===== src/rtl/nsba_pkg.sv =====
`timescale 1ns / 1ps
`default_nettype none
// ----------------------------------------------------------------------------
// nsba_pkg
// Shared types and constants for the nearest-symbol-below-address lookup.
// ----------------------------------------------------------------------------
package nsba_pkg;

    localparam int TABLE_ENTRIES = 4096;

    localparam int INDEX_W = 12;
    localparam int DATA_W  = 32;
    localparam int TYPE_W  = 8;

    // entry position saturates at the smaller of the last table position and the largest index
    localparam int INDEX_CAP_INT = (TABLE_ENTRIES - 1 < (1 << INDEX_W) - 1)
                                   ? TABLE_ENTRIES - 1 : (1 << INDEX_W) - 1;
    localparam logic [INDEX_W-1:0] INDEX_CAP = INDEX_W'(INDEX_CAP_INT);

    localparam logic [TYPE_W-1:0] TYPE_STAB_MASK = 8'hE0;
    localparam logic [TYPE_W-1:0] TYPE_FILE_NAME = 8'h1F;
    localparam int                TYPE_EXT_POS   = 0;

    // depth of the queue between front and back, and of the result buffer
    localparam int QUEUE_DEPTH = 2;
    localparam int QPTR_W      = (QUEUE_DEPTH > 1) ? $clog2(QUEUE_DEPTH) : 1;
    localparam int QCNT_W      = $clog2(QUEUE_DEPTH + 1);
    localparam logic [QCNT_W-1:0] QUEUE_FULL_COUNT = QCNT_W'(QUEUE_DEPTH);
    localparam logic [QPTR_W-1:0] QUEUE_LAST_PTR   = QPTR_W'(QUEUE_DEPTH - 1);

    // classified entry handed from front to back
    typedef struct packed {
        logic               first;
        logic               last;
        logic               eligible;
        logic               external;
        logic [DATA_W-1:0]  delta;
        logic [DATA_W-1:0]  addr;
        logic [DATA_W-1:0]  limit;
        logic [INDEX_W-1:0] idx;
    } entry_t;

    // one lookup result
    typedef struct packed {
        logic               found;
        logic [INDEX_W-1:0] match_index;
        logic [DATA_W-1:0]  distance;
    } result_t;

endpackage
`default_nettype wire


===== src/rtl/nsba_front.sv =====
`timescale 1ns / 1ps
`default_nettype none
// ----------------------------------------------------------------------------
// nsba_front
// Accepts symbol entries, marks the eligible ones and numbers them within the run.
// ----------------------------------------------------------------------------
module nsba_front (
    input  wire logic                              clk,
    input  wire logic                              rst_n,
    input  wire logic                              external_only_we,
    input  wire logic                              external_only,
    input  wire logic                              accept,
    input  wire logic                              first_entry,
    input  wire logic                              last_entry,
    input  wire logic [nsba_pkg::DATA_W-1:0]       query_address,
    input  wire logic [nsba_pkg::DATA_W-1:0]       max_distance,
    input  wire logic [nsba_pkg::DATA_W-1:0]       entry_value,
    input  wire logic [nsba_pkg::TYPE_W-1:0]       entry_type,
    input  wire logic                              entry_named,
    output nsba_pkg::entry_t                       item
);

    logic                         ext_only_reg;
    logic [nsba_pkg::INDEX_W-1:0] count_reg;
    logic [nsba_pkg::INDEX_W-1:0] count_next;
    logic [nsba_pkg::INDEX_W-1:0] count_base;
    logic                         is_ext;
    logic                         type_ok;

    always_ff @(posedge clk or negedge rst_n)
    begin
        if (!rst_n)
        begin
            ext_only_reg <= 1'b0;
            count_reg    <= '0;
        end
        else
        begin
            if (external_only_we)
            begin
                ext_only_reg <= external_only;
            end
            if (accept)
            begin
                count_reg <= count_next;
            end
        end
    end

    always_comb
    begin
        count_base = first_entry ? '0 : count_reg;
        count_next = (count_base < nsba_pkg::INDEX_CAP) ? count_base + 1'b1 : count_base;

        is_ext  = entry_type[nsba_pkg::TYPE_EXT_POS];
        // no debug-stab bits and not a file-name marker
        type_ok = ((entry_type & nsba_pkg::TYPE_STAB_MASK) == '0)
                  && (entry_type != nsba_pkg::TYPE_FILE_NAME);

        item.first    = first_entry;
        item.last     = last_entry;
        item.external = is_ext;
        item.eligible = entry_named && type_ok && !(ext_only_reg && !is_ext)
                        && (query_address >= entry_value);
        item.delta    = query_address - entry_value;
        item.addr     = query_address;
        item.limit    = max_distance;
        item.idx      = count_base;
    end

endmodule
`default_nettype wire


===== src/rtl/nsba_queue.sv =====
`timescale 1ns / 1ps
`default_nettype none
// ----------------------------------------------------------------------------
// nsba_queue
// Short queue of classified entries between the front and the back.
// ----------------------------------------------------------------------------
module nsba_queue (
    input  wire logic       clk,
    input  wire logic       rst_n,
    input  wire logic       wr_en,
    input  wire nsba_pkg::entry_t wr_item,
    input  wire logic       rd_en,
    output nsba_pkg::entry_t rd_item,
    output logic            full,
    output logic            empty
);

    nsba_pkg::entry_t               mem [nsba_pkg::QUEUE_DEPTH];
    logic [nsba_pkg::QPTR_W-1:0]    wr_ptr_reg;
    logic [nsba_pkg::QPTR_W-1:0]    rd_ptr_reg;
    logic [nsba_pkg::QCNT_W-1:0]    count_reg;
    logic [nsba_pkg::QCNT_W-1:0]    count_next;

    always_ff @(posedge clk)
    begin
        if (wr_en)
        begin
            mem[wr_ptr_reg] <= wr_item;
        end
    end

    always_comb
    begin
        count_next = count_reg;
        if (wr_en && !rd_en)
        begin
            count_next = count_reg + 1'b1;
        end
        else if (!wr_en && rd_en)
        begin
            count_next = count_reg - 1'b1;
        end
    end

    always_ff @(posedge clk or negedge rst_n)
    begin
        if (!rst_n)
        begin
            wr_ptr_reg <= '0;
            rd_ptr_reg <= '0;
            count_reg  <= '0;
        end
        else
        begin
            count_reg <= count_next;
            if (wr_en)
            begin
                wr_ptr_reg <= (wr_ptr_reg == nsba_pkg::QUEUE_LAST_PTR) ? '0 : wr_ptr_reg + 1'b1;
            end
            if (rd_en)
            begin
                rd_ptr_reg <= (rd_ptr_reg == nsba_pkg::QUEUE_LAST_PTR) ? '0 : rd_ptr_reg + 1'b1;
            end
        end
    end

    assign rd_item = mem[rd_ptr_reg];
    assign full    = (count_reg == nsba_pkg::QUEUE_FULL_COUNT);
    assign empty   = (count_reg == '0);

endmodule
`default_nettype wire


===== src/rtl/nsba_back.sv =====
`timescale 1ns / 1ps
`default_nettype none
// ----------------------------------------------------------------------------
// nsba_back
// Keeps the running best match and buffers the result of each run.
// ----------------------------------------------------------------------------
module nsba_back (
    input  wire logic                          clk,
    input  wire logic                          rst_n,
    input  wire nsba_pkg::entry_t              item,
    input  wire logic                          item_empty,
    output logic                               item_take,
    input  wire logic                          pop,
    output logic                               empty,
    output logic                               found,
    output logic [nsba_pkg::INDEX_W-1:0]       match_index,
    output logic [nsba_pkg::DATA_W-1:0]        distance
);

    logic [nsba_pkg::DATA_W-1:0]  best_dist_reg;
    logic [nsba_pkg::INDEX_W-1:0] best_idx_reg;
    logic                         best_ext_reg;
    logic                         have_best_reg;
    logic                         done_reg;

    logic [nsba_pkg::DATA_W-1:0]  base_dist;
    logic [nsba_pkg::INDEX_W-1:0] base_idx;
    logic                         base_ext;
    logic                         base_have;
    logic                         base_done;

    logic [nsba_pkg::DATA_W-1:0]  best_dist_next;
    logic [nsba_pkg::INDEX_W-1:0] best_idx_next;
    logic                         best_ext_next;
    logic                         have_best_next;
    logic                         done_next;
    logic                         usable;

    nsba_pkg::result_t            res;
    nsba_pkg::result_t            obuf [nsba_pkg::QUEUE_DEPTH];
    logic [nsba_pkg::QPTR_W-1:0]  owr_ptr_reg;
    logic [nsba_pkg::QPTR_W-1:0]  ord_ptr_reg;
    logic [nsba_pkg::QCNT_W-1:0]  ocount_reg;
    logic [nsba_pkg::QCNT_W-1:0]  ocount_next;
    logic                         opush;
    logic                         opop;

    always_comb
    begin
        // first entry of a run starts from the limit with nothing held
        if (item.first)
        begin
            base_dist = item.limit;
            base_idx  = '0;
            base_ext  = 1'b0;
            base_have = 1'b0;
            base_done = 1'b0;
        end
        else
        begin
            base_dist = best_dist_reg;
            base_idx  = best_idx_reg;
            base_ext  = best_ext_reg;
            base_have = have_best_reg;
            base_done = done_reg;
        end

        best_dist_next = base_dist;
        best_idx_next  = base_idx;
        best_ext_next  = base_ext;
        have_best_next = base_have;
        done_next      = base_done;
        usable         = item.eligible && !base_done;

        if (usable)
        begin
            if (item.delta < base_dist)
            begin
                best_dist_next = item.delta;
                best_idx_next  = item.idx;
                best_ext_next  = item.external;
                have_best_next = 1'b1;
                // exact external hit closes the search for this run
                done_next      = (item.delta == '0) && item.external;
            end
            else if ((item.delta == base_dist) && (!base_have || (!base_ext && item.external)))
            begin
                best_dist_next = item.delta;
                best_idx_next  = item.idx;
                best_ext_next  = item.external;
                have_best_next = 1'b1;
            end
        end

        res.found       = have_best_next;
        res.match_index = have_best_next ? best_idx_next : '0;
        res.distance    = have_best_next ? best_dist_next : item.addr;
    end

    // a last entry waits only when the result buffer has no room
    assign item_take = !item_empty && (!item.last || (ocount_reg != nsba_pkg::QUEUE_FULL_COUNT));
    assign opush     = item_take && item.last;
    assign opop      = pop && !empty;

    always_ff @(posedge clk or negedge rst_n)
    begin
        if (!rst_n)
        begin
            best_dist_reg <= '0;
            best_idx_reg  <= '0;
            best_ext_reg  <= 1'b0;
            have_best_reg <= 1'b0;
            done_reg      <= 1'b0;
        end
        else if (item_take)
        begin
            best_dist_reg <= best_dist_next;
            best_idx_reg  <= best_idx_next;
            best_ext_reg  <= best_ext_next;
            have_best_reg <= have_best_next;
            done_reg      <= done_next;
        end
    end

    always_ff @(posedge clk)
    begin
        if (opush)
        begin
            obuf[owr_ptr_reg] <= res;
        end
    end

    always_comb
    begin
        ocount_next = ocount_reg;
        if (opush && !opop)
        begin
            ocount_next = ocount_reg + 1'b1;
        end
        else if (!opush && opop)
        begin
            ocount_next = ocount_reg - 1'b1;
        end
    end

    always_ff @(posedge clk or negedge rst_n)
    begin
        if (!rst_n)
        begin
            owr_ptr_reg <= '0;
            ord_ptr_reg <= '0;
            ocount_reg  <= '0;
        end
        else
        begin
            ocount_reg <= ocount_next;
            if (opush)
            begin
                owr_ptr_reg <= (owr_ptr_reg == nsba_pkg::QUEUE_LAST_PTR) ? '0 : owr_ptr_reg + 1'b1;
            end
            if (opop)
            begin
                ord_ptr_reg <= (ord_ptr_reg == nsba_pkg::QUEUE_LAST_PTR) ? '0 : ord_ptr_reg + 1'b1;
            end
        end
    end

    assign empty       = (ocount_reg == '0);
    assign found       = obuf[ord_ptr_reg].found;
    assign match_index = obuf[ord_ptr_reg].match_index;
    assign distance    = obuf[ord_ptr_reg].distance;

endmodule
`default_nettype wire


===== src/rtl/nearest_symbol_below_address_core.sv =====
`timescale 1ns / 1ps
`default_nettype none
// result path: after its last entry is accepted, a result passes the entry queue and then
// the result buffer to the outputs, when no entry is queued ahead of it
// throughput: one entry per cycle while not full; the best-match update is combinational
// the entry queue and the result buffer are two deep each, so either side may stall alone
// reset: asynchronous, active low; clears both queues, the search state, the entry
// counter and external_only; ready for entries in the first cycle after reset
// ----------------------------------------------------------------------------
// nearest_symbol_below_address_core
// Nearest preceding symbol lookup over a streamed symbol table.
// ----------------------------------------------------------------------------
module nearest_symbol_below_address_core (
    input  wire logic                          clk,
    input  wire logic                          rst_n,
    input  wire logic                          external_only_we,
    input  wire logic                          external_only,
    input  wire logic                          push,
    output logic                               full,
    input  wire logic                          first_entry,
    input  wire logic                          last_entry,
    input  wire logic [nsba_pkg::DATA_W-1:0]   query_address,
    input  wire logic [nsba_pkg::DATA_W-1:0]   max_distance,
    input  wire logic [nsba_pkg::DATA_W-1:0]   entry_value,
    input  wire logic [nsba_pkg::TYPE_W-1:0]   entry_type,
    input  wire logic                          entry_named,
    output logic                               empty,
    input  wire logic                          pop,
    output logic                               found,
    output logic [nsba_pkg::INDEX_W-1:0]       match_index,
    output logic [nsba_pkg::DATA_W-1:0]        distance
);

    nsba_pkg::entry_t front_item;
    nsba_pkg::entry_t back_item;
    logic             accept;
    logic             q_empty;
    logic             q_take;

    assign accept = push && !full;

    nsba_front u_front (
        .clk              (clk),
        .rst_n            (rst_n),
        .external_only_we (external_only_we),
        .external_only    (external_only),
        .accept           (accept),
        .first_entry      (first_entry),
        .last_entry       (last_entry),
        .query_address    (query_address),
        .max_distance     (max_distance),
        .entry_value      (entry_value),
        .entry_type       (entry_type),
        .entry_named      (entry_named),
        .item             (front_item)
    );

    nsba_queue u_queue (
        .clk     (clk),
        .rst_n   (rst_n),
        .wr_en   (accept),
        .wr_item (front_item),
        .rd_en   (q_take),
        .rd_item (back_item),
        .full    (full),
        .empty   (q_empty)
    );

    nsba_back u_back (
        .clk         (clk),
        .rst_n       (rst_n),
        .item        (back_item),
        .item_empty  (q_empty),
        .item_take   (q_take),
        .pop         (pop),
        .empty       (empty),
        .found       (found),
        .match_index (match_index),
        .distance    (distance)
    );

endmodule
`default_nettype wire


===== config.mk =====
export PLATFORM = sky130hd
export DESIGN_NAME = nearest_symbol_below_address_core
export DESIGN_NICKNAME = d
export VERILOG_FILES = /design/src/rtl/nsba_pkg.sv /design/src/rtl/nsba_front.sv /design/src/rtl/nsba_queue.sv /design/src/rtl/nsba_back.sv /design/src/rtl/nearest_symbol_below_address_core.sv
export SDC_FILE = /design/constraint.sdc
export NUM_CORES = 1
export LEC_CHECK = 0
export BUFFER_PORTS_ARGS = -buffer_cell sky130_fd_sc_hd__buf_4
export CORE_UTILIZATION = 60
export CTS_BUF_LIST = sky130_fd_sc_hd__clkbuf_4
export CTS_CLUSTER_SIZE = 40
export DETAILED_ROUTE_END_ITERATION = 16
export PLACE_DENSITY = 0.79
export SETUP_SLACK_MARGIN = 0.02
export SKIP_CTS_REPAIR_TIMING = 1
export SYNTH_ARGS = -nofsm -noshare
export SYNTH_HDL_FRONTEND = slang
export SYNTH_SLANG_ARGS = --single-unit

===== constraint.sdc =====
create_clock -name clk -period 8.5 [get_ports clk]
set_clock_uncertainty 0.2 [all_clocks]
set_input_delay 0.85 -clock clk [delete_from_list [all_inputs] [get_ports clk]]
set_output_delay 0.85 -clock clk [all_outputs]
set_load 0.05 [all_outputs]

# == Yosys cells after proc, flatten, opt, wreduce, memory -nomap -nowiden ==
# Memory sizes are Yosys's and may differ from the RTL's.
# Index checks and enable logic that the tools add are counted.
# Widths: inputs -> output; s select.
# classes
add_sub_neg,10
n_lt_le_gt_ge,3
n_eq_ne,4
muxes,35
reduce_logical,38
# ops
operator,count
$mux 32,5
$mux 12,7
$eq 32x32->1,1
$ge 32x32->1,1
$logic_not 32->1,1
$lt 32x32->1,1
$sub 32x32->32,1
$mux 1,19
$logic_and 1x1->1,17
$logic_not 1->1,13
$add 12x1->12 const B,1
$lt 12x12->1 const B,1
$logic_not 8->1,1
$mux 2,4
$ne 8x5->1 const B,1
$add 1x1->1 const B,4
$add 2x1->2 const B,2
$logic_not 2->1,2
$reduce_bool 2->1,2
$sub 2x1->2 const B,2
$eq 2x2->1 const B,1
$logic_or 1x1->1,2
$ne 2x2->1 const B,1
# word_totals
ff_bits,68
mem_bits_rw,314
in_bits,113
out_inout_bits,47
word_cells,105
memories,2
# memory_table
memory,words,word_bits,rd,rd_clocked_by_memory_dff,wr,line_no,source
u_queue.mem,2,112,1,0,1,nsba_queue.sv:18,nsba_pkg::entry_t mem [nsba_pkg::QUEUE_DEPTH];
u_back.obuf,2,45,1,0,1,nsba_back.sv:40,nsba_pkg::result_t obuf [nsba_pkg::QUEUE_DEPTH];

# == Logic depth before layout (Yosys ltp) ==
# Gate-level depths: netlist of run 1.
# An unclocked memory read counts as a cell.
# depth
ltp_word,10
ltp_mapped,18
mapped_depth_nobuf,13

# == Hierarchy ==
# A second synthesis of run 1 with hierarchy kept.
# hier_totals
hier_cells,1371
area_unflattened_um2,19401.1
# modules_own_cells
mod,n_inst,cells_each,area_each_um2,seq_area_each_um2
nsba_queue,1,365,8562.0,6826.5
nsba_back,1,552,7522.2,3978.8
nsba_front,1,453,3303.2,325.3
nearest_symbol_below_address_core,1,1,13.8,0.0

# == Least setup slack after synthesis of run 1 ==
# No wires, ideal clock.
# synth_timing
path_type,input-to-reg
start,in push
end,"mem u_queue.mem[0][0] in the netlist's numbering, enable pin"
setup_ns,0.584
t_arrival_ns,5.630
required_time_ns,7.716
setup_slack_ns,2.086
cell_stages,2
path_buffers,0
cell_sequence,nand2_1 nor2_1
# synth_between
elab_chain_cells,3
# synth_rtl
element,line_no,source
from (decl),nearest_symbol_below_address_core.sv:18,"input wire logic push,"
$logic_and 1x1->1,nearest_symbol_below_address_core.sv:40,assign accept = push && !full;
$mux 1,nsba_queue.sv:26,if (wr_en)
$mux 1 (not written as such),nsba_queue.sv:28,mem[wr_ptr_reg] <= wr_item;
to (decl),nsba_queue.sv:18,
# No other way between the ends.

==> results of run 1 <==
area by class of cell:
cell class | instances | area, µm² | area share
inverter | 84 | 315 | 0.0151
timing repair buffer | 172 | 1290 | 0.0618
sequential | 382 | 11100 | 0.533
clock inverter | 32 | 211 | 0.0101
multi-input combinational | 827 | 6410 | 0.307
antenna | 2 | 5.00 | 0.000240
tap | 390 | 488 | 0.0234
clock buffer | 137 | 1030 | 0.0492
how the worst max path moves through the flow:
stage / end / slack, ps
after global routing: u_back.obuf[1][12]$_DFFE_PP_ / 2420
after global placement: u_back.obuf[0][3]$_DFFE_PP_ / 2930
after detailed placement: u_back.obuf[1][3]$_DFFE_PP_ / 2730
final: u_back.obuf[1][10]$_DFFE_PP_ / 2650
after CTS: u_back.obuf[1][10]$_DFFE_PP_ / 2700
after floorplan: u_queue.mem[0][0]$_DFFE_PP_ / 2090
stage by stage:
stage	setup WS [ps]	hold slack (ps)	area, µm²	util
detailed placement	2730	267	19600	0.663
global route	2420	58.7	20900	0.705
floorplan	2090	248	18100	-
finish	2650	109	20900	0.705
global placement	2930	263	19600	0.663
CTS	2700	59.3	20900	0.705
Yosys cell counts, types with 14 or more instances:
cell	instances
sky130_fd_sc_hd__nor2_1	63
sky130_fd_sc_hd__ha_1	67
sky130_fd_sc_hd__nand2_1	89
sky130_fd_sc_hd__edfxtp_1	314
sky130_fd_sc_hd__o21ai_1	44
sky130_fd_sc_hd__mux2_2	68
sky130_fd_sc_hd__xnor2_1	23
sky130_fd_sc_hd__a21o_1	27
sky130_fd_sc_hd__and3_1	16
sky130_fd_sc_hd__o2bb2ai_1	14
sky130_fd_sc_hd__mux2i_1	146
sky130_fd_sc_hd__o21ai_0	32
sky130_fd_sc_hd__xor2_1	15
sky130_fd_sc_hd__nand4_1	17
sky130_fd_sc_hd__nand3_1	22
sky130_fd_sc_hd__buf_2	15
sky130_fd_sc_hd__clkbuf_1	27
sky130_fd_sc_hd__inv_1	84
sky130_fd_sc_hd__dfrtp_1	68
sky130_fd_sc_hd__nor2b_1	17
sky130_fd_sc_hd__o21a_1	15
sky130_fd_sc_hd__a21oi_1	48
critical path, cell delays in order (launching register included):
cell and delay (ps):
sky130_fd_sc_hd__dfrtp_4 1090, sky130_fd_sc_hd__mux2i_4 370, sky130_fd_sc_hd__buf_4 430, sky130_fd_sc_hd__nor2_1 100
sky130_fd_sc_hd__a21oi_1 210, sky130_fd_sc_hd__ha_1 280, sky130_fd_sc_hd__nor2b_1 130, sky130_fd_sc_hd__o21a_1 150
sky130_fd_sc_hd__o21ai_0 200, sky130_fd_sc_hd__a211oi_1 130, sky130_fd_sc_hd__o31ai_1 300, sky130_fd_sc_hd__nand2_1 150
sky130_fd_sc_hd__a31oi_4 970, sky130_fd_sc_hd__buf_4 510, sky130_fd_sc_hd__mux2i_1 310
logic make-up after synthesis:
group	share of synthesized area
XOR/XNOR	0.0184
adder cells (fa/ha/maj)	0.0475
AND/OR/NAND/NOR	0.0747
buffers and inverters	0.0328
multiplexers	0.133
AO/OA/AOI/OAI	0.0783
flip-flops	0.616
layer usage:
metal	vias up	track usage	wire length [µm]
met1	5576	0.348	16900
met3	63	0.0483	2430
met2	402	0.420	18700
met4	0	0.0804	652
met5	-	0	0
li1	5507	-	-
power by group through the flow:
stage,registers [mW],clock network (mW),logic [mW]
2_1_floorplan,3.09,0,3.00
3_3_place_gp,3.14,0,3.83
3_5_place_dp,3.18,0,3.94
4_1_cts,3.14,1.58,3.95
5_1_grt,3.20,1.68,4.23
6_report,3.14,1.54,3.94
==> out/results.md, run 1 <==
## Global route
• 0.256 — overall global routing resource usage
• 60900 µm — global-route wire length before repair
• 79 — largest net degree at the start of global routing
• 11700 — number of global-route vias before repair
• 0 — Overflow after GRT
• 2 — number of antenna violations at the first check in global routing

## Timing
• 0.195 — Max transition margin
• 0 — count of final setup violators
• 0.689 — final critical-path share of the clock period
• 5850 ps — final critical-path required period
• 0 — Final Hold Violating Endpoints
• 0 — Final Max Slew Viols
• 0.171 GHz — maximum clock frequency
• 1210 ps — Tightest Pin Transition
• 0 ps — Final TNS setup
• no — unrepaired setup endpoints after global routing

## Worst setup path
• flop — category of the worst setup path capture point
• u_back.obuf[1][10]$_DFFE_PP_ — r2r endpoint
• 60 — Worst Path Max Fanout
• 8780 ps — required time at the worst-slack endpoint
• reg2reg — category of the most critical setup path
• 2650 ps — register-to-register path setup slack
• flop — CP startpoint kind
• 14 — cell depth of the worst flop-to-flop path
• u_queue.rd_ptr_reg$_DFFE_PN0P_ — Worst R2R Start
• 6140 ps — Worst Path Arrival
• u_queue.rd_ptr_reg$_DFFE_PN0P_ — Worst setup startpoint

## Floorplanning
• 0.610 — initial core utilization
• 0.0308 mm² — Die Area
• 0.0296 mm² — core footprint
• 160 — Boundary Pins
• 176 µm — die height
• 176 µm — die width
• 63 — row cnt

## Final layout
• 15.5% — area growth from synthesis to layout
• 0.254 — layout cells sized above 1
• 314 x sky130_fd_sc_hd__edfxtp_1, 172 x sky130_fd_sc_hd__buf_4, 146 x sky130_fd_sc_hd__mux2i_1, 137 x sky130_fd_sc_hd__clkbuf_4, 89 x sky130_fd_sc_hd__nand2_1 — leading cell types in the layout, fill and taps excluded
• 224 — flip-flop count of the largest register after layout
• 2026 — final std cells w/o fill
• sky130_fd_sc_hd__edfxtp_1 — most common cell after layout, fill and taps aside
• 1742 — Post-layout nets
• 2099 — fill cell total of the finished layout

## Place
• 1855 — Inst Count DP
• 26200 µm — HPWL Detailed
• 159 — count of buffers inserted at the top-level ports
• 0.904 — last weighted congestion value of the routability-driven placer

## Pwr
• 0.179 — clock share of power
• 0.256 mV — peak ir drop on the vdd network
• 413 mW/mm² — power density relative to cell area
• 3.47 mW — switching power
• 5.16 mW — Internal
• 8.63 mW — Overall Power
• 0.364 — register share of total power
• 0.457 — Logic pwr share
• 0.402 — Switching Share
• 8.70 nW — leakage power total

## Clock network
• 382 — TritonCTS sink count
• 3 — H-tree depth
• 70 ps — CTS clk-pin slew, worst paths
• 94 — number of buffers created by CTS
• done — CTS tree
• 3 — maximum count of clock buffers along a single path
• 710 ps — Worst-Skew Late Latency
• sky130_fd_sc_hd__clkbuf_4 — cell chosen for the clock root

## Run status
• completed — status

## Yosys
• 382 — synthesis-stage register bit count
• 0.616 — portion of the post-synthesis area used by sequential elements
• 67 — library cells used by synthesis
• 13.4 µm² — mean area per synthesized cell
• sky130_fd_sc_hd__edfxtp_1 — cell taking the most area after synthesis
• 314 — number of enable flip-flop cells after synthesis
• 0.521 — portion of synthesized cell area occupied by the leading cell type
• 0.0181 mm² — cell area after synthesis
• 1528 — synthesized netlist net count
• sky130_fd_sc_hd__edfxtp_1 52%, sky130_fd_sc_hd__dfrtp_1 9.4%, sky130_fd_sc_hd__mux2i_1 8.1%, sky130_fd_sc_hd__ha_1 4.6%, sky130_fd_sc_hd__mux2_2 4.2% — dominant cells by area after synthesis
• sky130_fd_sc_hd__edfxtp_1 — most used flip-flop cell after synthesis
• 0.178 — Async SR Flop Fraction
• 1347 — cells after synthesis
• 0 — Yosys warnings

## Run
• 0 — number of violations of the max-capacitance limit

## Routing
• 5 — Detailed Routing Iterations Pass 1
• 11500 — total number of vias
• 0 — final routed DRC violation total
• 38800 µm — DRT Wirelength
• 0 — post-detailed-route count of antenna-violating nets
• 19.1 µm — detail-routed net length per standard cell
• 5.70 — drt via density
• 816 — number of DRC markers after the initial detailed-route iteration

## Min path
• in2async — path category of the worst min-delay check

Power figures use the tool's default switching activity.
==> run 2: changes to the inputs <==
--- a/config.mk
+++ b/config.mk
@@ -5,6 +5,7 @@
 export SDC_FILE = /design/constraint.sdc
 export NUM_CORES = 1
 export LEC_CHECK = 0
+export ABC_AREA = 1
 export BUFFER_PORTS_ARGS = -buffer_cell sky130_fd_sc_hd__buf_4
 export CORE_UTILIZATION = 60
 export CTS_BUF_LIST = sky130_fd_sc_hd__clkbuf_4
==> constraint.sdc (replaced) <==
create_clock -name clk -period 6.1 [get_ports clk]
set_clock_uncertainty 0.2 [all_clocks]
set_input_delay 0.61 -clock clk [delete_from_list [all_inputs] [get_ports clk]]
set_output_delay 0.61 -clock clk [all_outputs]
set_load 0.05 [all_outputs]
==> run 2 against run 1 <==
Register-to-register slack worse by 2000 ps. Die area up 3.5%. Sequential share of layout area down 3.3 points. Worst hold slack better by 31 ps. Largest power group unchanged. Flip-flop and latch count unchanged. Critical path depth up 7. Final cell count up 35%. Critical path type unchanged. Non-clock buffer count up 74. Via count up 32%. Final area up 6.7%.
==> out/results.md, run 2 <==
## Global route
• 74000 µm — global-route wire length before repair, +21%
• 0 — Overflow after GRT, unchanged
• 14400 — number of global-route vias before repair, +23%
• 1 — number of antenna violations at the first check in global routing, -1
• 97 — largest net degree at the start of global routing, +23%
• 0.307 — overall global routing resource usage, +0.0510

## Floorplanning
• 179 µm — die height, +1.7%
• 0.0307 mm² — core footprint, +3.5%
• 179 µm — die width, +1.7%
• 160 — Boundary Pins, unchanged
• 0.611 — initial core utilization, about the same
• 64 — row cnt, +1.6%
• 0.0319 mm² — Die Area, +3.5%

## Worst setup path
• u_back.obuf[1][18]$_DFFE_PP_ — r2r endpoint
• u_queue.rd_ptr_reg$_DFFE_PN0P_ — Worst setup startpoint
• 6340 ps — required time at the worst-slack endpoint, -2440 ps
• 21 — cell depth of the worst flop-to-flop path, +7
• flop — CP startpoint kind
• flop — category of the worst setup path capture point
• sky130_fd_sc_hd__nand2_1 — Top cell by count, worst path
• 5710 ps — Worst Path Arrival, -430 ps
• reg2reg — category of the most critical setup path
• u_queue.rd_ptr_reg$_DFFE_PN0P_ — Worst R2R Start
• 41 — Worst Path Max Fanout, -32%
• 630 ps — register-to-register path setup slack, -2020 ps
• inv_2 -> nand2_1 -> and2_1 -> inv_1 -> buf_12 -> o21ai_0 -> o21ai_0 -> ha_1 -> nand2_1 -> inv_1 -> nand2_1 -> nand2_1 -> nand2_1 -> nand2_1 -> nand2_1 -> nand2_1 -> o21bai_2 -> buf_4 -> nand3_1 -> nand3_1 -> nand2_1 — ordered cell list for the critical path
• sky130_fd_sc_hd__o21bai_2 — Slowest cell on crit path
• 630 ps — Slowest Stage Delay on Critical Path, -460 ps
• u_back.obuf[1][18]$_DFFE_PP_ — Critical Path Sink

## Timing
• 0.897 — final critical-path share of the clock period, +0.208
• 0.326 — Max transition margin, +0.131
• 0 — Final Hold Violating Endpoints, unchanged
• 5470 ps — final critical-path required period, -384 ps
• 0 — count of final setup violators, unchanged
• 0.183 GHz — maximum clock frequency, +7.0%
• 0 ps — Final TNS setup, unchanged
• 0 — Final Max Slew Viols, unchanged
• no — unrepaired setup endpoints after global routing
• 1010 ps — Tightest Pin Transition, -197 ps

## Min path
• in2reg — path category of the worst min-delay check
• 3 — Worst Hold Depth

## Pwr
• 5.94 mW — switching power, +71%
• 578 mW/mm² — power density relative to cell area, +40%
• 10.0 nW — leakage power total, +15%
• 0.172 — clock share of power, -0.007
• 0.335 — register share of total power, -0.029
• 0.492 — Logic pwr share, +0.035
• 6.94 mW — Internal, +34%
• 0.461 — Switching Share, +0.0596
• 12.9 mW — Overall Power, +49%
• 0.396 mV — peak ir drop on the vdd network, +55%

## Final layout
• 19.0% — area growth from synthesis to layout
• sky130_fd_sc_hd__nand2_1 — most common cell after layout, fill and taps aside
• 702 x sky130_fd_sc_hd__nand2_1, 314 x sky130_fd_sc_hd__edfxtp_1, 171 x sky130_fd_sc_hd__buf_4, 159 x sky130_fd_sc_hd__inv_1, 158 x sky130_fd_sc_hd__nor2_1 — leading cell types in the layout, fill and taps excluded
• 2449 — Post-layout nets, +41%
• 2242 — fill cell total of the finished layout, +6.8%
• 224 — flip-flop count of the largest register after layout, unchanged
• 0.154 — layout cells sized above 1, -0.100

## Yosys
• sky130_fd_sc_hd__edfxtp_1 — most used flip-flop cell after synthesis
• 2179 — synthesized netlist net count, +43%
• sky130_fd_sc_hd__edfxtp_1 50%, sky130_fd_sc_hd__nand2_1 14%, sky130_fd_sc_hd__dfrtp_1 9.1%, sky130_fd_sc_hd__ha_1 4.5%, sky130_fd_sc_hd__nand3_1 3.7% — dominant cells by area after synthesis
• 702 x sky130_fd_sc_hd__nand2_1, 314 x sky130_fd_sc_hd__edfxtp_1, 162 x sky130_fd_sc_hd__nor2_1 — top post-synthesis cells by count
• sky130_fd_sc_hd__nand2_1 — most instantiated library cell after synthesis
• 0.0187 mm² — cell area after synthesis, +3.5%
• 37 — library cells used by synthesis, -45%
• 382 — synthesis-stage register bit count, unchanged
• sky130_fd_sc_hd__edfxtp_1 — cell taking the most area after synthesis
• 1998 — cells after synthesis, +48%
• 0 — Yosys warnings, unchanged
• 0.504 — portion of synthesized cell area occupied by the leading cell type, -0.0179
• 314 — number of enable flip-flop cells after synthesis, unchanged
• 0.594 — portion of the post-synthesis area used by sequential elements, -0.0211
• 0.178 — Async SR Flop Fraction, unchanged
• 9.37 µm² — mean area per synthesized cell, -30%

## Clock network
• 382 — TritonCTS sink count, unchanged
• 60 ps — CTS clk-pin slew, worst paths, about the same
• 97 — number of buffers created by CTS, +3.2%
• sky130_fd_sc_hd__clkbuf_4 — cell chosen for the clock root
• done — CTS tree
• 770 ps — Worst-Skew Late Latency, +60 ps
• 3 — H-tree depth, unchanged
• 3 — maximum count of clock buffers along a single path, unchanged

## Routing
• 0 — final routed DRC violation total, unchanged
• 17.9 µm — detail-routed net length per standard cell, -6.6%
• 49000 µm — DRT Wirelength, +26%
• 5.55 — drt via density, -2.6%
• 15200 — total number of vias, +32%
• 6 — Detailed Routing Iterations Pass 1, +1
• 0 — post-detailed-route count of antenna-violating nets, unchanged
• 1417 — number of DRC markers after the initial detailed-route iteration, +74%

## Run status
• completed — status

## Place
• 159 — count of buffers inserted at the top-level ports, unchanged
• 0.916 — last weighted congestion value of the routability-driven placer, +1.3%
• 31900 µm — HPWL Detailed, +22%

## Run
• 0 — number of violations of the max-capacitance limit, unchanged

run 2: changes by cell type after synthesis, moves of 20 or more:
cell and delta:
sky130_fd_sc_hd__inv_1 +75, sky130_fd_sc_hd__mux2_2 -68, sky130_fd_sc_hd__a21o_1 -21, sky130_fd_sc_hd__nand3_1 +117, sky130_fd_sc_hd__o21ai_0 +66, sky130_fd_sc_hd__nor2_1 +99
sky130_fd_sc_hd__or2_2 +20, sky130_fd_sc_hd__mux2i_1 -146, sky130_fd_sc_hd__nand2_1 +613, sky130_fd_sc_hd__o21ai_1 -25
run 2: layout make-up:
type | instances | area [µm²] | share of cell area
Antenna cell | 1 | 2.50 | 0.000112
Clock buffer | 144 | 1080 | 0.0485
Clock inverter | 32 | 196 | 0.00882
Inverter | 163 | 612 | 0.0275
Multi-Input combinational cell | 1378 | 6690 | 0.300
Sequential cell | 382 | 11100 | 0.500
Tap cell | 396 | 495 | 0.0222
Timing Repair Buffer | 246 | 2070 | 0.0931
run 2: worst min path at each step:
| stage | startpoint | end |
|---|---|---|
| floorplan | rst_n | u_back.best_dist_reg[0]$_DFFE_PN0P_ |
| global placement | u_back.best_dist_reg[21]$_DFFE_PN0P_ | u_back.best_dist_reg[21]$_DFFE_PN0P_ |
| detailed placement | u_back.best_dist_reg[2]$_DFFE_PN0P_ | u_back.best_dist_reg[2]$_DFFE_PN0P_ |
| CTS | max_distance[11] | u_queue.mem[0][23]$_DFFE_PP_ |
| global route | entry_value[1] | u_queue.mem[1][77]$_DFFE_PP_ |
| finish | entry_value[0] | u_queue.mem[0][76]$_DFFE_PP_ |
run 2: worst max-delay path, delay by kind of cell, from the launching register on:
family	cells	cell delay, ps
AOI/OAI and AO/OA	3	960
adders and majority gates	1	330
buffers and inverters	5	1590
and+or+nand+nor	12	1480
DFF	1	620
run 2: kinds of logic (layout without fill, tap and decap cells):
group	Yosys count	after routing	share of synthesized area
adders and majority gates	68	68	0.0458
and+or+nand+nor	1069	1069	0.233
AOI/OAI and AO/OA	202	202	0.0580
xor gates and xnor gates	39	39	0.0182
DFF	382	382	0.594
buffers and inverters	238	585	0.0503
other	0	1	0
run 2: through the flow:
step | hold WS, ps | util | setup WS [ps] | cell area (µm²) | std cells
finish | 140 | 0.727 | 629 | 22300 | 2742
global route | 74.5 | 0.727 | 320 | 22300 | 2742
CTS | -204 | 0.703 | 731 | 21600 | 2670
detailed placement | 260 | 0.662 | 759 | 20300 | 2494
global placement | 256 | 0.662 | 936 | 20300 | 2494
floorplan | 114 | - | 1650 | 18700 | 1998
run 2: per-layer routing:
layer	vias up	share of wire	global-route usage
met3	78	0.097	0.0674
met4	0	0.018	0.0996
met2	758	0.47	0.489
li1	7244	-	-
met5	-	0	0
met1	7135	0.41	0.422
run 2: power by group through the flow:
stage          Combinational, mW  Clock [mW]  Sequential, mW
2_1_floorplan               4.38           0            4.32
3_3_place_gp                6.07           0            4.33
3_5_place_dp                6.21           0            4.36
4_1_cts                     6.23        2.25            4.31
5_1_grt                     6.98        2.40            4.39
6_report                    6.35        2.22            4.32
==> run 3: changes to the inputs <==
--- a/config.mk
+++ b/config.mk
@@ -11,6 +11,7 @@
 export CTS_BUF_LIST = sky130_fd_sc_hd__clkbuf_4
 export CTS_CLUSTER_SIZE = 40
 export DETAILED_ROUTE_END_ITERATION = 16
+export MAX_ROUTING_LAYER = met4
 export PLACE_DENSITY = 0.79
 export SETUP_SLACK_MARGIN = 0.02
 export SKIP_CTS_REPAIR_TIMING = 1
==> run 3 against run 2 <==
Combinational power barely moved. Non-clock buffer count did not move. Final area barely moved. Maximum frequency rose by 6.0%. Sequential power barely moved. Global-route usage rose by 1.0 points. Worst hold slack got worse by 110 ps. Clock-buffer cell count rose by 10. Critical path type unchanged. Clock power fell by 2%. Critical path depth fell by 2.
==> out/results.md, run 3 (synthesis gave the netlist of run 2 again) <==
## Timing
• 0 — count of final setup violators, unchanged
• 0 — Final Hold Violating Endpoints, unchanged
• 937 ps — setup ws final, +309 ps
• 33.4 ps — worst slack on hold paths, -107 ps
• 1120 ps — Tightest Pin Transition, +111 ps
• 0.194 GHz — maximum clock frequency, +6.0%
• 0 — Final Max Slew Viols, unchanged
• no — unrepaired setup endpoints after global routing
• 0.250 — Max transition margin, -0.0759
• 5160 ps — final critical-path required period, -309 ps
• 0.846 — final critical-path share of the clock period, -0.0506
• 0 ps — Final TNS setup, unchanged

## Global route
• 0 — Overflow after GRT, unchanged
• 0.317 — overall global routing resource usage, +0.00995
• 114 — largest net degree at the start of global routing, +18%
• 3 — number of antenna violations at the first check in global routing, +2
• 14300 — number of global-route vias before repair, -0.077%
• 74200 µm — global-route wire length before repair, +0.23%

## Routing
• 6 — Detailed Routing Iterations Pass 1, unchanged
• 15200 — total number of vias, -0.14%
• 0 — post-detailed-route count of antenna-violating nets, unchanged
• 1313 — number of DRC markers after the initial detailed-route iteration, -7.3%
• 0 — final routed DRC violation total, unchanged
• 17.8 µm — detail-routed net length per standard cell, -0.51%
• 48700 µm — DRT Wirelength, -0.54%
• 5.54 — drt via density, -0.10%

## Floorplanning
• 179 µm — die height, unchanged
• 0.611 — initial core utilization, unchanged
• 64 — row cnt, unchanged
• 0.0307 mm² — core footprint, unchanged
• 160 — Boundary Pins, unchanged
• 0.0319 mm² — Die Area, unchanged
• 179 µm — die width, unchanged

## Clock network
• sky130_fd_sc_hd__clkbuf_4 — cell chosen for the clock root
• 95 — number of buffers created by CTS, -2.1%
• done — CTS tree
• 382 — TritonCTS sink count, unchanged
• 70 ps — CTS clk-pin slew, worst paths, about the same
• 3 — H-tree depth, unchanged
• 740 ps — Worst-Skew Late Latency, -30 ps
• 3 — maximum count of clock buffers along a single path, unchanged

## Final layout
• sky130_fd_sc_hd__nand2_1 — most common cell after layout, fill and taps aside
• 702 x sky130_fd_sc_hd__nand2_1, 314 x sky130_fd_sc_hd__edfxtp_1, 171 x sky130_fd_sc_hd__buf_4, 159 x sky130_fd_sc_hd__inv_1, 158 x sky130_fd_sc_hd__nor2_1 — leading cell types in the layout, fill and taps excluded
• 224 — flip-flop count of the largest register after layout, unchanged
• 2297 — fill cell total of the finished layout, +2.5%
• 0.156 — layout cells sized above 1, +0.00233
• 19.0% — area growth from synthesis to layout, about the same
• 2447 — Post-layout nets, -0.082%

## Run
• 0 — number of violations of the max-capacitance limit, unchanged

## Place
• 1000 ps — worst slack, placed, +243 ps
• 0.907 — last weighted congestion value of the routability-driven placer, -1.0%
• 31900 µm — HPWL Detailed, about the same
• 159 — count of buffers inserted at the top-level ports, unchanged

## Worst setup path
• inv_2 -> buf_4 -> buf_4 -> or2_2 -> o21ai_0 -> inv_1 -> ha_1 -> nand2_1 -> nand2_1 -> nand2_1 -> a21oi_1 -> nor2_1 -> nand2_1 -> o21bai_2 -> buf_12 -> nand2_8 -> nand2_1 -> nand2_1 -> nor2_1 — ordered cell list for the critical path
• 6450 ps — required time at the worst-slack endpoint, +110 ps
• sky130_fd_sc_hd__buf_4 — Slowest cell on crit path
• 5510 ps — Worst Path Arrival, -200 ps
• 670 ps — Slowest Stage Delay on Critical Path, +40 ps
• reg2reg — category of the most critical setup path
• flop — category of the worst setup path capture point
• 66 — Worst Path Max Fanout, +61%
• flop — CP startpoint kind
• sky130_fd_sc_hd__nand2_1 — Top cell by count, worst path

## Pwr
• 0.435 mV — peak ir drop on the vdd network, +9.9%
• 12.9 mW — Overall Power, -0.22%
• 577 mW/mm² — power density relative to cell area, -0.19%
• 10.0 nW — leakage power total, about the same

## Min path
• in2reg — path category of the worst min-delay check

## Run status
• completed — status

[run 3: changes by cell type in the layout (fill, tap and decap cells not counted), sizes merged]
cell | before | now
clkbuf | 144 | 154
dlygate4sd3 | 71 | 70
bufinv | 2 | 1
clkinv | 26 | 16
buf | 175 | 176
inv | 167 | 165
diode | 1 | 3
[run 3: final cells by class]
class,instances,area (µm²),share of cell area
clock buffers,154,1160,0.0519
flip-flops and latches,382,11100,0.500
well taps,396,495,0.0222
multi-input cells,1378,6690,0.300
clock inverters,19,98.8,0.00444
repair buffers,246,2080,0.0936
diodes,3,7.51,0.000337
inverters,163,612,0.0275
[run 3: where the power goes]
part | switching, mW | total [mW] | internal (mW) | leakage [nW]
clock | 1.00 | 2.18 | 1.18 | 0.759
combinational | 4.58 | 6.35 | 1.77 | 5.50
sequential | 0.286 | 4.33 | 4.04 | 3.76
total | 5.87 | 12.9 | 6.99 | 10.0
[run 3: path summary, 6_finish.rpt]
kind	slack (ps)	startpoint	cells after the start	to
min in group asynchronous	380	rst_n	2	u_back.best_idx_reg[6]$_DFFE_PN0P_
max	940	u_queue.rd_ptr_reg$_DFFE_PN0P_	19	u_back.obuf[1][38]$_DFFE_PP_
max reg2reg	940	u_queue.rd_ptr_reg$_DFFE_PN0P_	19	u_back.obuf[1][38]$_DFFE_PP_
min reg2reg	280	u_back.best_idx_reg[8]$_DFFE_PN0P_	2	u_back.best_idx_reg[8]$_DFFE_PN0P_
min	30	pop	3	u_back.ord_ptr_reg$_DFFE_PN0P_
max in group asynchronous	4560	rst_n	2	u_queue.rd_ptr_reg$_DFFE_PN0P_
[run 3: per-layer routing]
metal	vias up	GRT usage	routed length [µm]
met2	785	0.479	22800
met1	7041	0.425	20000
met3	122	0.0670	4770
li1	7246	-	-
met5	-	-	0
met4	0	0.119	1220
[run 3: through the flow]
| step | utilization | cell area, µm² | cells |
|---|---|---|---|
| after floorplan | - | 18700 | 1998 |
| after global placement | 0.662 | 20300 | 2495 |
| after detailed placement | 0.662 | 20300 | 2495 |
| after CTS | 0.703 | 21600 | 2668 |
| after global routing | 0.726 | 22300 | 2741 |
| final | 0.726 | 22300 | 2741 |
[run 3: critical path: cells and delay by family, from the launching register on]
family / cells / cell delay, ps
simple gates: 10 / 1410
flops: 1 / 620
buf+inv: 5 / 1590
compound gates: 3 / 840
fa+ha+maj: 1 / 250
